[src/design/utxrf_pkg.sv]
// Shared types and constants for the UART transmitter with ring FIFO.
// No dependencies; imported by the top level.
`timescale 1ns / 1ps

package utxrf_pkg;

	// Default number of ring slots; the ring holds one byte less.
	localparam int QUEUE_DEPTH_DEF = 16;

	localparam int DATA_BITS = 8;
	localparam int RES_W     = 8;

	// Input kind carried on tuser
	localparam logic CMD_ENQUEUE = 1'b0;
	localparam logic CMD_TICK    = 1'b1;

	typedef enum logic [1:0] {
		PH_IDLE,
		PH_START,
		PH_DATA,
		PH_STOP
	} phase_t;

endpackage

[src/design/utxrf_ram.sv]
// Generic single-write, single-read RAM with registered read data.
// No dependencies; used for the transmit ring store.
`timescale 1ns / 1ps

module utxrf_ram #(
	parameter int WIDTH = 8,
	parameter int DEPTH = 16,
	localparam int AW = (DEPTH > 1) ? $clog2(DEPTH) : 1
) (
	input  logic             clk,
	input  logic             we,
	input  logic [AW-1:0]    waddr,
	input  logic [WIDTH-1:0] wdata,
	input  logic [AW-1:0]    raddr,
	output logic [WIDTH-1:0] rdata
);

	logic [WIDTH-1:0] mem [DEPTH];

	always_ff @(posedge clk) begin
		if (we) begin
			mem[waddr] <= wdata;
		end
		rdata <= mem[raddr];
	end

endmodule

[src/design/uart_tx_with_ring_fifo.sv]
// Top level: 8N1 serial transmitter fed by a ring FIFO held in a RAM.
// Depends on utxrf_pkg and utxrf_ram.
`timescale 1ns / 1ps

// Each transfer on the input stream is either a byte to queue (tuser = 0) or one
// bit-time tick (tuser = 1), and yields exactly one status transfer on the output
// stream: the line level, busy, and whether the byte was dropped (ring full in the
// data or stop phase) or the oldest byte was discarded (ring full otherwise). The
// ring has QUEUE_DEPTH slots and holds QUEUE_DEPTH-1 bytes. One item is taken every
// clock cycle while the skid entry is empty; its status is registered. The ring RAM
// is read ahead at the next read pointer, bypassed when the same cycle writes that
// slot, so a tick in the data phase finds its byte ready. A two-entry output stage
// keeps the input flowing while one status waits. No clearing pass after reset.
module uart_tx_with_ring_fifo
	import utxrf_pkg::*;
#(
	parameter int QUEUE_DEPTH = QUEUE_DEPTH_DEF
) (
	input  logic             clk,
	input  logic             arst_n,
	input  logic             s_axis_tvalid,
	output logic             s_axis_tready,
	input  logic [7:0]       s_axis_tdata,  // [7:0] data_byte
	input  logic             s_axis_tuser,  // [0] command
	output logic             m_axis_tvalid,
	input  logic             m_axis_tready,
	output logic [RES_W-1:0] m_axis_tdata   // [0] tx_line, [1] busy_res,
	                                        // [2] byte_dropped, [3] oldest_discarded
);

	localparam int PTR_W = (QUEUE_DEPTH > 1) ? $clog2(QUEUE_DEPTH) : 1;
	localparam logic [PTR_W-1:0] PTR_LAST = PTR_W'(QUEUE_DEPTH - 1);

	function automatic logic [PTR_W-1:0] ptr_next(input logic [PTR_W-1:0] p);
		ptr_next = (p == PTR_LAST) ? '0 : p + PTR_W'(1);
	endfunction

	logic [PTR_W-1:0] rp_q, wp_q, rp_d, wp_d;
	phase_t           phase_q, phase_d;
	logic [3:0]       bitpos_q, bitpos_d;
	logic             active_q, active_d;
	logic             line_q, line_d;
	logic             dropped, discarded, busy;
	logic             ram_we;
	logic [7:0]       ram_rdata, cur_byte;
	logic             fwd_q;
	logic [7:0]       fwd_byte_q;
	logic             accept;
	logic [RES_W-1:0] res_word;

	logic             out_valid_q, skid_valid_q;
	logic [RES_W-1:0] out_data_q, skid_data_q;

	assign accept   = s_axis_tvalid && s_axis_tready;
	assign cur_byte = fwd_q ? fwd_byte_q : ram_rdata;

	always_comb begin
		rp_d      = rp_q;
		wp_d      = wp_q;
		phase_d   = phase_q;
		bitpos_d  = bitpos_q;
		active_d  = active_q;
		line_d    = line_q;
		dropped   = 1'b0;
		discarded = 1'b0;
		ram_we    = 1'b0;
		if (accept) begin
			unique case (s_axis_tuser)
				CMD_ENQUEUE: begin
					if (rp_q == ptr_next(wp_q)) begin
						if (phase_q == PH_DATA || phase_q == PH_STOP) begin
							dropped = 1'b1;
						end else begin
							rp_d      = ptr_next(rp_q);
							discarded = 1'b1;
						end
					end
					if (!dropped) begin
						ram_we   = 1'b1;
						wp_d     = ptr_next(wp_q);
						active_d = 1'b1;
					end
				end
				CMD_TICK: begin
					if (active_q) begin
						unique case (phase_q)
							PH_IDLE: begin
								phase_d = PH_START;
							end
							PH_START: begin
								line_d   = 1'b0;
								bitpos_d = '0;
								phase_d  = PH_DATA;
							end
							PH_DATA: begin
								line_d   = cur_byte[bitpos_q[2:0]];
								bitpos_d = bitpos_q + 4'd1;
								if (bitpos_d >= 4'(DATA_BITS)) begin
									phase_d = PH_STOP;
								end
							end
							PH_STOP: begin
								line_d = 1'b1;
								rp_d   = ptr_next(rp_q);
								// dequeue; stop when the ring runs dry
								if (rp_d == wp_q) begin
									phase_d  = PH_IDLE;
									active_d = 1'b0;
								end else begin
									phase_d = PH_START;
								end
							end
							default: begin
								phase_d = PH_IDLE;
							end
						endcase
					end
				end
				default: begin
					line_d = line_q;
				end
			endcase
		end
		busy     = active_d || (rp_d != wp_d);
		res_word = {{(RES_W - 4){1'b0}}, discarded, dropped, busy, line_d};
	end

	// Registered read, ahead at the pointer the next item will see
	utxrf_ram #(
		.WIDTH(8),
		.DEPTH(QUEUE_DEPTH)
	) u_ring (
		.clk  (clk),
		.we   (ram_we),
		.waddr(wp_q),
		.wdata(s_axis_tdata),
		.raddr(rp_d),
		.rdata(ram_rdata)
	);

	always_ff @(posedge clk or negedge arst_n) begin
		if (!arst_n) begin
			rp_q     <= '0;
			wp_q     <= '0;
			phase_q  <= PH_IDLE;
			bitpos_q <= '0;
			active_q <= 1'b0;
			line_q   <= 1'b1;
			fwd_q    <= 1'b0;
		end else begin
			rp_q     <= rp_d;
			wp_q     <= wp_d;
			phase_q  <= phase_d;
			bitpos_q <= bitpos_d;
			active_q <= active_d;
			line_q   <= line_d;
			// bypass the RAM when this cycle writes the slot being read
			fwd_q    <= ram_we && (wp_q == rp_d);
		end
	end

	always_ff @(posedge clk) begin
		if (ram_we) begin
			fwd_byte_q <= s_axis_tdata;
		end
	end

	// Output register plus skid entry
	assign s_axis_tready = !skid_valid_q;
	assign m_axis_tvalid = out_valid_q;
	assign m_axis_tdata  = out_data_q;

	always_ff @(posedge clk or negedge arst_n) begin
		if (!arst_n) begin
			out_valid_q  <= 1'b0;
			skid_valid_q <= 1'b0;
		end else begin
			if (!out_valid_q || m_axis_tready) begin
				if (skid_valid_q) begin
					out_valid_q  <= 1'b1;
					skid_valid_q <= 1'b0;
				end else begin
					out_valid_q <= accept;
				end
			end else if (accept) begin
				skid_valid_q <= 1'b1;
			end
		end
	end

	always_ff @(posedge clk) begin
		if (!out_valid_q || m_axis_tready) begin
			if (skid_valid_q) begin
				out_data_q <= skid_data_q;
			end else if (accept) begin
				out_data_q <= res_word;
			end
		end else if (accept) begin
			skid_data_q <= res_word;
		end
	end

endmodule

[config.mk]
export PLATFORM = sky130hd
export DESIGN_NAME = uart_tx_with_ring_fifo
export DESIGN_NICKNAME = d
export VERILOG_FILES = /design/src/design/utxrf_pkg.sv /design/src/design/utxrf_ram.sv /design/src/design/uart_tx_with_ring_fifo.sv
export SDC_FILE = /design/constraint.sdc
export NUM_CORES = 1
export LEC_CHECK = 0
export ABC_CLOCK_PERIOD_IN_PS = 4900
export BUFFER_PORTS_ARGS = -buffer_cell sky130_fd_sc_hd__buf_4
export CAP_MARGIN = 20
export CORE_MARGIN = 2
export CORE_UTILIZATION = 60
export DETAILED_ROUTE_END_ITERATION = 6
export HOLD_SLACK_MARGIN = 0.06
export MAX_ROUTING_LAYER = met4
export PLACE_DENSITY = 0.77
export RECOVER_POWER = 100
export SLEW_MARGIN = 0
export SYNTH_ARGS = -nofsm -noshare
export SYNTH_HDL_FRONTEND = slang
export SYNTH_SLANG_ARGS = --single-unit
[constraint.sdc]
create_clock -name clk -period 4.9 [get_ports clk]
set_clock_uncertainty 0.2 [all_clocks]
set_input_delay 0.49 -clock clk [delete_from_list [all_inputs] [get_ports clk]]
set_output_delay 0.49 -clock clk [all_outputs]
set_load 0.05 [all_outputs]
Word level (Yosys, flattened, before mapping)
Memories as Yosys holds them, arrays and structs flattened. A register that Yosys moved wholly into a read port is not among the register bits.
Index checks and enable logic that the tools add are counted.
- word-level logic and storage cells: 91
- output and inout port bits: 10
- memories: 1
- input port bits: 13
- memory bits (writable): 128
- flip-flop bits (word level): 35
- multiplexer cells: 46
- $lt $le $gt $ge: 2
- $add $sub $neg: 3
- eq/ne operators: 10
- reductions and logical operators: 15
- bitwise logic cells: 2
- memories (name ; words ; bits a word ; rd ports ; clocked after memory_dff ; wr ports ; line ; source):
    u_ring.mem ; 16 ; 8 ; 1 ; 1 ; 1 ; utxrf_ram.sv:18 ; logic [WIDTH-1:0] mem [DEPTH];
- operators with widths (operator ; count):
    2-to-1 mux 4 bit ; 12
    2-to-1 mux 1 bit ; 26
    one-hot mux 4 bit (2 select lines) ; 2
    adder 4 x 1 -> 4 bit (second input constant) ; 3
    equality test 4 bit ; 3
    equality test 4 bit (second input constant) ; 2
    2-to-1 mux 8 bit ; 1
    one-hot mux 2 bit (4 select lines) ; 1
    AND reduction 4 bit ; 2
    nonzero test 2 bit ; 3
    equality test 2 bit (second input constant) ; 2
    greater-or-equal comparator 4 bit (second input constant) ; 1
    less-than comparator 3 x 4 -> 1 bit (second input constant) ; 1
    != test 4 bit ; 1
    AND reduction 2 bit ; 2
    binary-select mux 1 bit (select 3 bit) ; 1
    logical OR 1 bit ; 3
    one-hot mux 1 bit (3 select lines) ; 1
    equality test 2 x 1 -> 1 bit (second input constant) ; 1
    logical AND 1 bit ; 2
    zero test 1 bit ; 2
    zero test 2 bit ; 1
    2-to-1 mux 2 bit ; 1
    != test 2 x 1 -> 1 bit (second input constant) ; 1
    2 further kinds ; 3

Logic depth before layout (Yosys ltp)
- word-level depth: 13
- gate-level depth with buffers: 12
- gate-level depth less buffers: 11

By module
From an unflattened synthesis, not the netlist that was laid out.
- cells, all modules: 411
- area total of the unflattened synthesis: 7201.9 sq um
- by module, submodules not included (module ; times used ; area an instance (sq um) ; cells each):
    utxrf_ram ; 1 ; 5147.4 ; 229
    uart_tx_with_ring_fifo ; 1 ; 2054.5 ; 182

Worst setup path after synthesis
No wires, ideal clock.
- path type: flip-flop to flip-flop
- start: reg wp_q[0]
- end: mem u_ring.mem[0][0] (enable)
- period minus slack after synthesis: 3776 ps
- cell stages (with the launch flop): 12
- data required time: 4317 ps
- arrival: 3193 ps
- buffers on the path: 2
- setup time: 383 ps
- slack: 1124 ps
- cell sequence: dfrtp_1 > ha_1 > and3b_1 > a311o_1 > or2_1 > buf_2 > nand2_1 > nor2_1 > nor3_1 > clkbuf_1 > nand2_1 > nor3_1
- cells in the longest elaborated chain, start to end: 11
- elaborated cells between the ends (all ways): 12
- those cells by class: 1 x add/sub; 2 x eq/ne; 9 x mux
- ends and longest elaborated chain (element ; line ; source):
    from (decl) ; uart_tx_with_ring_fifo.sv:38 ; logic [PTR_W-1:0] rp_q, wp_q, rp_d, wp_d;
    from (signal assigned) ; uart_tx_with_ring_fifo.sv:152 ; wp_q <= wp_d;
    adder 4 x 1 -> 4 bit or equality test 4 bit (tied branches) ; uart_tx_with_ring_fifo.sv:35 ; ptr_next = (p == PTR_LAST) ? '0 : p + PTR_W'(1);
    2-to-1 mux 4 bit (*) ; uart_tx_with_ring_fifo.sv:35 ;
    equality test 4 bit (*) ; uart_tx_with_ring_fifo.sv:70 ; if (rp_q == ptr_next(wp_q)) begin
    2-to-1 mux 1 bit (*) ; uart_tx_with_ring_fifo.sv:70 ;
    2-to-1 mux 1 bit (*) ; uart_tx_with_ring_fifo.sv:68 ; unique case (s_axis_tuser)
    2-to-1 mux 1 bit (*) ; uart_tx_with_ring_fifo.sv:67 ; if (accept) begin
    2-to-1 mux 1 bit (*) ; uart_tx_with_ring_fifo.sv:78 ; if (!dropped) begin
    2-to-1 mux 1 bit (*) ; uart_tx_with_ring_fifo.sv:68 ;
    2-to-1 mux 1 bit (*) ; uart_tx_with_ring_fifo.sv:67 ;
    named net ram_we ; uart_tx_with_ring_fifo.sv:44 ; logic ram_we;
    2-to-1 mux 1 bit (*) ; utxrf_ram.sv:21 ; if (we) begin
    2-to-1 mux 1 bit (not written as such) (*) ; utxrf_ram.sv:22 ; mem[waddr] <= wdata;
    to (decl) ; utxrf_ram.sv:18 ;
The timed path passes the listed nets; every way through them passes the cells marked *. The select of a mux whose other input is x is not followed.

Worst setup path after layout
- start: reg wp_q[2]
- end: reg u_ring.rdata[6] (read register of u_ring.mem)
- cells in the longest elaborated chain, start to end: 6
- elaborated cells between the ends (all ways): 7
- those cells by class: 1 x add/sub; 2 x eq/ne; 4 x mux
- ends and longest elaborated chain (element ; line ; source):
    adder 4 x 1 -> 4 bit or equality test 4 bit (tied branches) ; uart_tx_with_ring_fifo.sv:35 ;
    2-to-1 mux 4 bit (*) ; uart_tx_with_ring_fifo.sv:35 ;
    equality test 4 bit (*) ; uart_tx_with_ring_fifo.sv:70 ;
    2-to-1 mux 4 bit (*) ; uart_tx_with_ring_fifo.sv:70 ;
    one-hot mux 4 bit (2 select lines) (*) ; uart_tx_with_ring_fifo.sv:68 ;
    2-to-1 mux 4 bit (*) ; uart_tx_with_ring_fifo.sv:67 ;
    to (decl) ; utxrf_ram.sv:15 ; output logic [WIDTH-1:0] rdata
Mark *: on every way between the ends. The rest lies on a longest branch, timed or not.
A chain may end at the register's enable or synchronous reset.

==> reports/qor.txt <==
number of synthesized flops with an enable pin - 144
Post-Route WL - 14.0 mm
Synth Area per Inst - 15.3 um2
Seq/Total Area, Yosys - 0.696
Worst Hold End - m_axis_tvalid$_DFFE_PN0N_
failing checks - DRC
GRT Util Overall - 0.243
crit-path cells - xnor3_1 > o311a_1 > and2_0 > a31oi_1 > mux2i_4 > buf_12 > mux2i_1 > o22ai_1 > or4_1
leakage - 2.90 nW
Die W - 113 um
final hold slack - 0.0946 ns
cell area after synthesis - 0.00713 mm2
fin crit period - 4.03 ns
Worst VDD drop - 0.307 mV
share of post-route cells with drive strength above 1 - 0.0830
drt first pass iters - 7
starting density of the core - 0.619
Clock transition at path regs - 0.06 ns
max_cap viols - 0
CP arrival - 4.11 ns
Sum Neg Setup Slack - 0 ns
drt wl/cell - 21.5 um
RSZ-0062 raised after global routing - false
Netlist cell types - 51
Via density - 6.26
Final HPWL DP - 9.01 mm
FF-to-FF End - u_ring.rdata[6]$_DFF_P_
Hold Crit Class - primary input to flop
CTS tree - built
initial antenna violation count - 0
Compound-Gate Fraction of Synth Area - 0.0650
reg-to-reg slack, setup - 0.87 ns
Seq cells post-synth - 171
Async SR Flop Fraction - 0.111
Overflow after GRT - 0
pin count of the biggest net entering global routing - 67
Hold Crit Depth - 3
count leader, synth - edfxtp_1
Buf/Inv on CP - 1
post-CTS sizing - 0
routability cong. - 0.923
PD cells - 540 mW/mm2
CP Class - flop to flop
clock sinks - 171
r2r startpoint - wp_q[2]$_DFF_PN0_
largest family of logic cells by synthesized area - multiplexers
vias in the first global route - 3951
slowest stage delay, CP - 0.67 ns
status - finished, violations left
Final #Nets - 517
Synth top cells by count - edfxtp_1 (144), mux2i_1 (66), o22ai_1 (32)
post-synthesis mux area share - 0.112
# IOs - 23
pin slew with the least headroom to its limit - 1.15 ns
Setup crit end kind - flop
Clock Latency Late Sink - 0.43 ns
fmax - 0.248 GHz
worst setup path start - wp_q[2]$_DFF_PN0_
Syn Inst Count - 465
fin. max-slew vios - 0
simple-gate share of the synthesized area - 0.0741
WP depth - 9
setup repair bufs after CTS - 0
# setup viols final - 0
Top delay family on crit path - simple AND/OR/NAND/NOR gates
CP max-delay cell - dfrtp_1
Layout area overhead - 10.1%
detailed router's first-iteration violation count - 462
port bufs - 18
drt drc - 3
CTS Buf Count - 17
Yosys warning total - 0
root buffer cell - clkbuf_16
Yosys top cell by area - edfxtp_1
prevailing post-synth register cell - edfxtp_1
area of the core - 0.0115 mm2
DRT antenna net count - 0
WP data required - 4.99 ns
final hold vios - 0
row count - 39
ANT cells - 0
Slew HR - 0.234
startpoint types - flop
post-synthesis xor/xnor area fraction - 0.0167
routed vias - 4061
Die Span Y - 113 um
Synth Area in Adders - 0.0158
Hold Crit Start - s_axis_tvalid
R2R cell count - 9
htree depth - 4
Final WS setup - 0.874 ns
die area - 0.0128 mm2
largest cells by area after synthesis - edfxtp_1 (61%), mux2i_1 (9.3%), dfrtp_1 (6.3%), o22ai_1 (2.8%), dfxtp_1 (2.2%)
period utilisation layout - 0.822
global-route wire length before repair - 22.0 mm
post-synth top area share - 0.607
dpl ws - 1.02 ns
Max clock buf depth - 2
Crit Path Max Fanout - 66
## metrics by stage
step | area [um2] | utilization | total power [mW] | cells
detailed placement | 7420 | 0.644 | 3.11 | 618
floorplan | 7140 | - | 2.80 | 468
finish | 7840 | 0.681 | 4.24 | 649
CTS | 7930 | 0.689 | 4.26 | 649
global route | 7840 | 0.681 | 4.42 | 649
global placement | 7420 | 0.644 | 3.07 | 618
## per-layer routing
| layer | GRT usage | vias to the layer above | wire (um) |
|---|---|---|---|
| li1 | - | 1861 | - |
| met1 | 0.336 | 2006 | 6160 |
| met2 | 0.357 | 162 | 6530 |
| met3 | 0.0541 | 32 | 949 |
| met4 | 0.0976 | 0 | 335 |
| met5 | - | - | 0 |
## registers in the layout, summed over array words and instances, names as in the netlist
| name | flops |
|---|---|
| skid_data_q | 4 |
| skid_valid_q | 1 |
| fwd_q | 1 |
| line_q | 1 |
| u_ring.mem | 128 |
| m_axis_tdata | 4 |
| active_q | 1 |
| m_axis_tvalid | 1 |
| wp_q | 4 |
| fwd_byte_q | 8 |
| phase_q | 2 |
| bitpos_q | 4 |
| rp_q | 4 |
| u_ring.rdata | 8 |
## worst register-to-register path: stages, from the launching register on
cell     delay (ns)
dfrtp_1        0.67
xnor3_1        0.50
o311a_1        0.16
and2_0         0.21
a31oi_1        0.42
mux2i_4        0.33
buf_12         0.41
mux2i_1        0.30
o22ai_1        0.13
or4_1          0.57
## cell families after synthesis
family | count (synthesis)
muxes | 73
adders and majority gates | 9
xor gates and xnor gates | 12
and+or+nand+nor | 106
AOI/OAI and AO/OA | 67
other | 1
buffers and inverters | 26
DFF | 171
## worst max path at each step
stage	endpoint
after CTS	u_ring.mem[11][3]$_DFFE_PP_
after global routing	u_ring.rdata[0]$_DFF_P_
after floorplan	u_ring.mem[0][0]$_DFFE_PP_
after detailed placement	u_ring.mem[11][4]$_DFFE_PP_
after global placement	u_ring.rdata[6]$_DFF_P_
final	u_ring.rdata[6]$_DFF_P_
## repair_timing
item	in CTS	in global routing
endpoints found under the setup margin	0	0
hold endpoints to repair	19	0
hold buffers	1	0
## power breakdown
group          internal, mW  switching, mW  total (mW)
clock network         0.633          0.528        1.16
logic                 0.512          0.706        1.22
registers              1.73          0.130        1.86
total                  2.87           1.36        4.24
## cell usage in the layout (no fill, tap or decap), types with 3 or more instances in the layout
cell type     n
mux4_2        5
buf_4         3
ha_1          9
clkinv_1      4
clkinvlp_4    7
nand3_1      14
o31ai_1       5
or4_1         8
conb_1        4
edfxtp_1    144
nor3_1        7
dfrtp_1      18
clkbuf_1     20
clkbuf_16    17
a21oi_1       4
nand2_1      25
a31oi_1       4
o22ai_1      32
a22o_1        3
nand2b_1      5
nor2b_1       5
xnor2_1       9
nand4_1       3
dfxtp_1       8
inv_1         9
nor2_1       25
a21o_1        3
o21ai_0       7
mux2i_1      65
## area by class of cell
cell class / instances / area, um2
repair buffers: 25 / 128
clock inverters: 13 / 81.3
flip-flops and latches: 171 / 4960
fillers: 773 / 3670
well taps: 143 / 179
multi-input cells: 271 / 2040
inverters: 9 / 33.8
clock buffers: 17 / 425
Power figures use the tool's default switching activity.
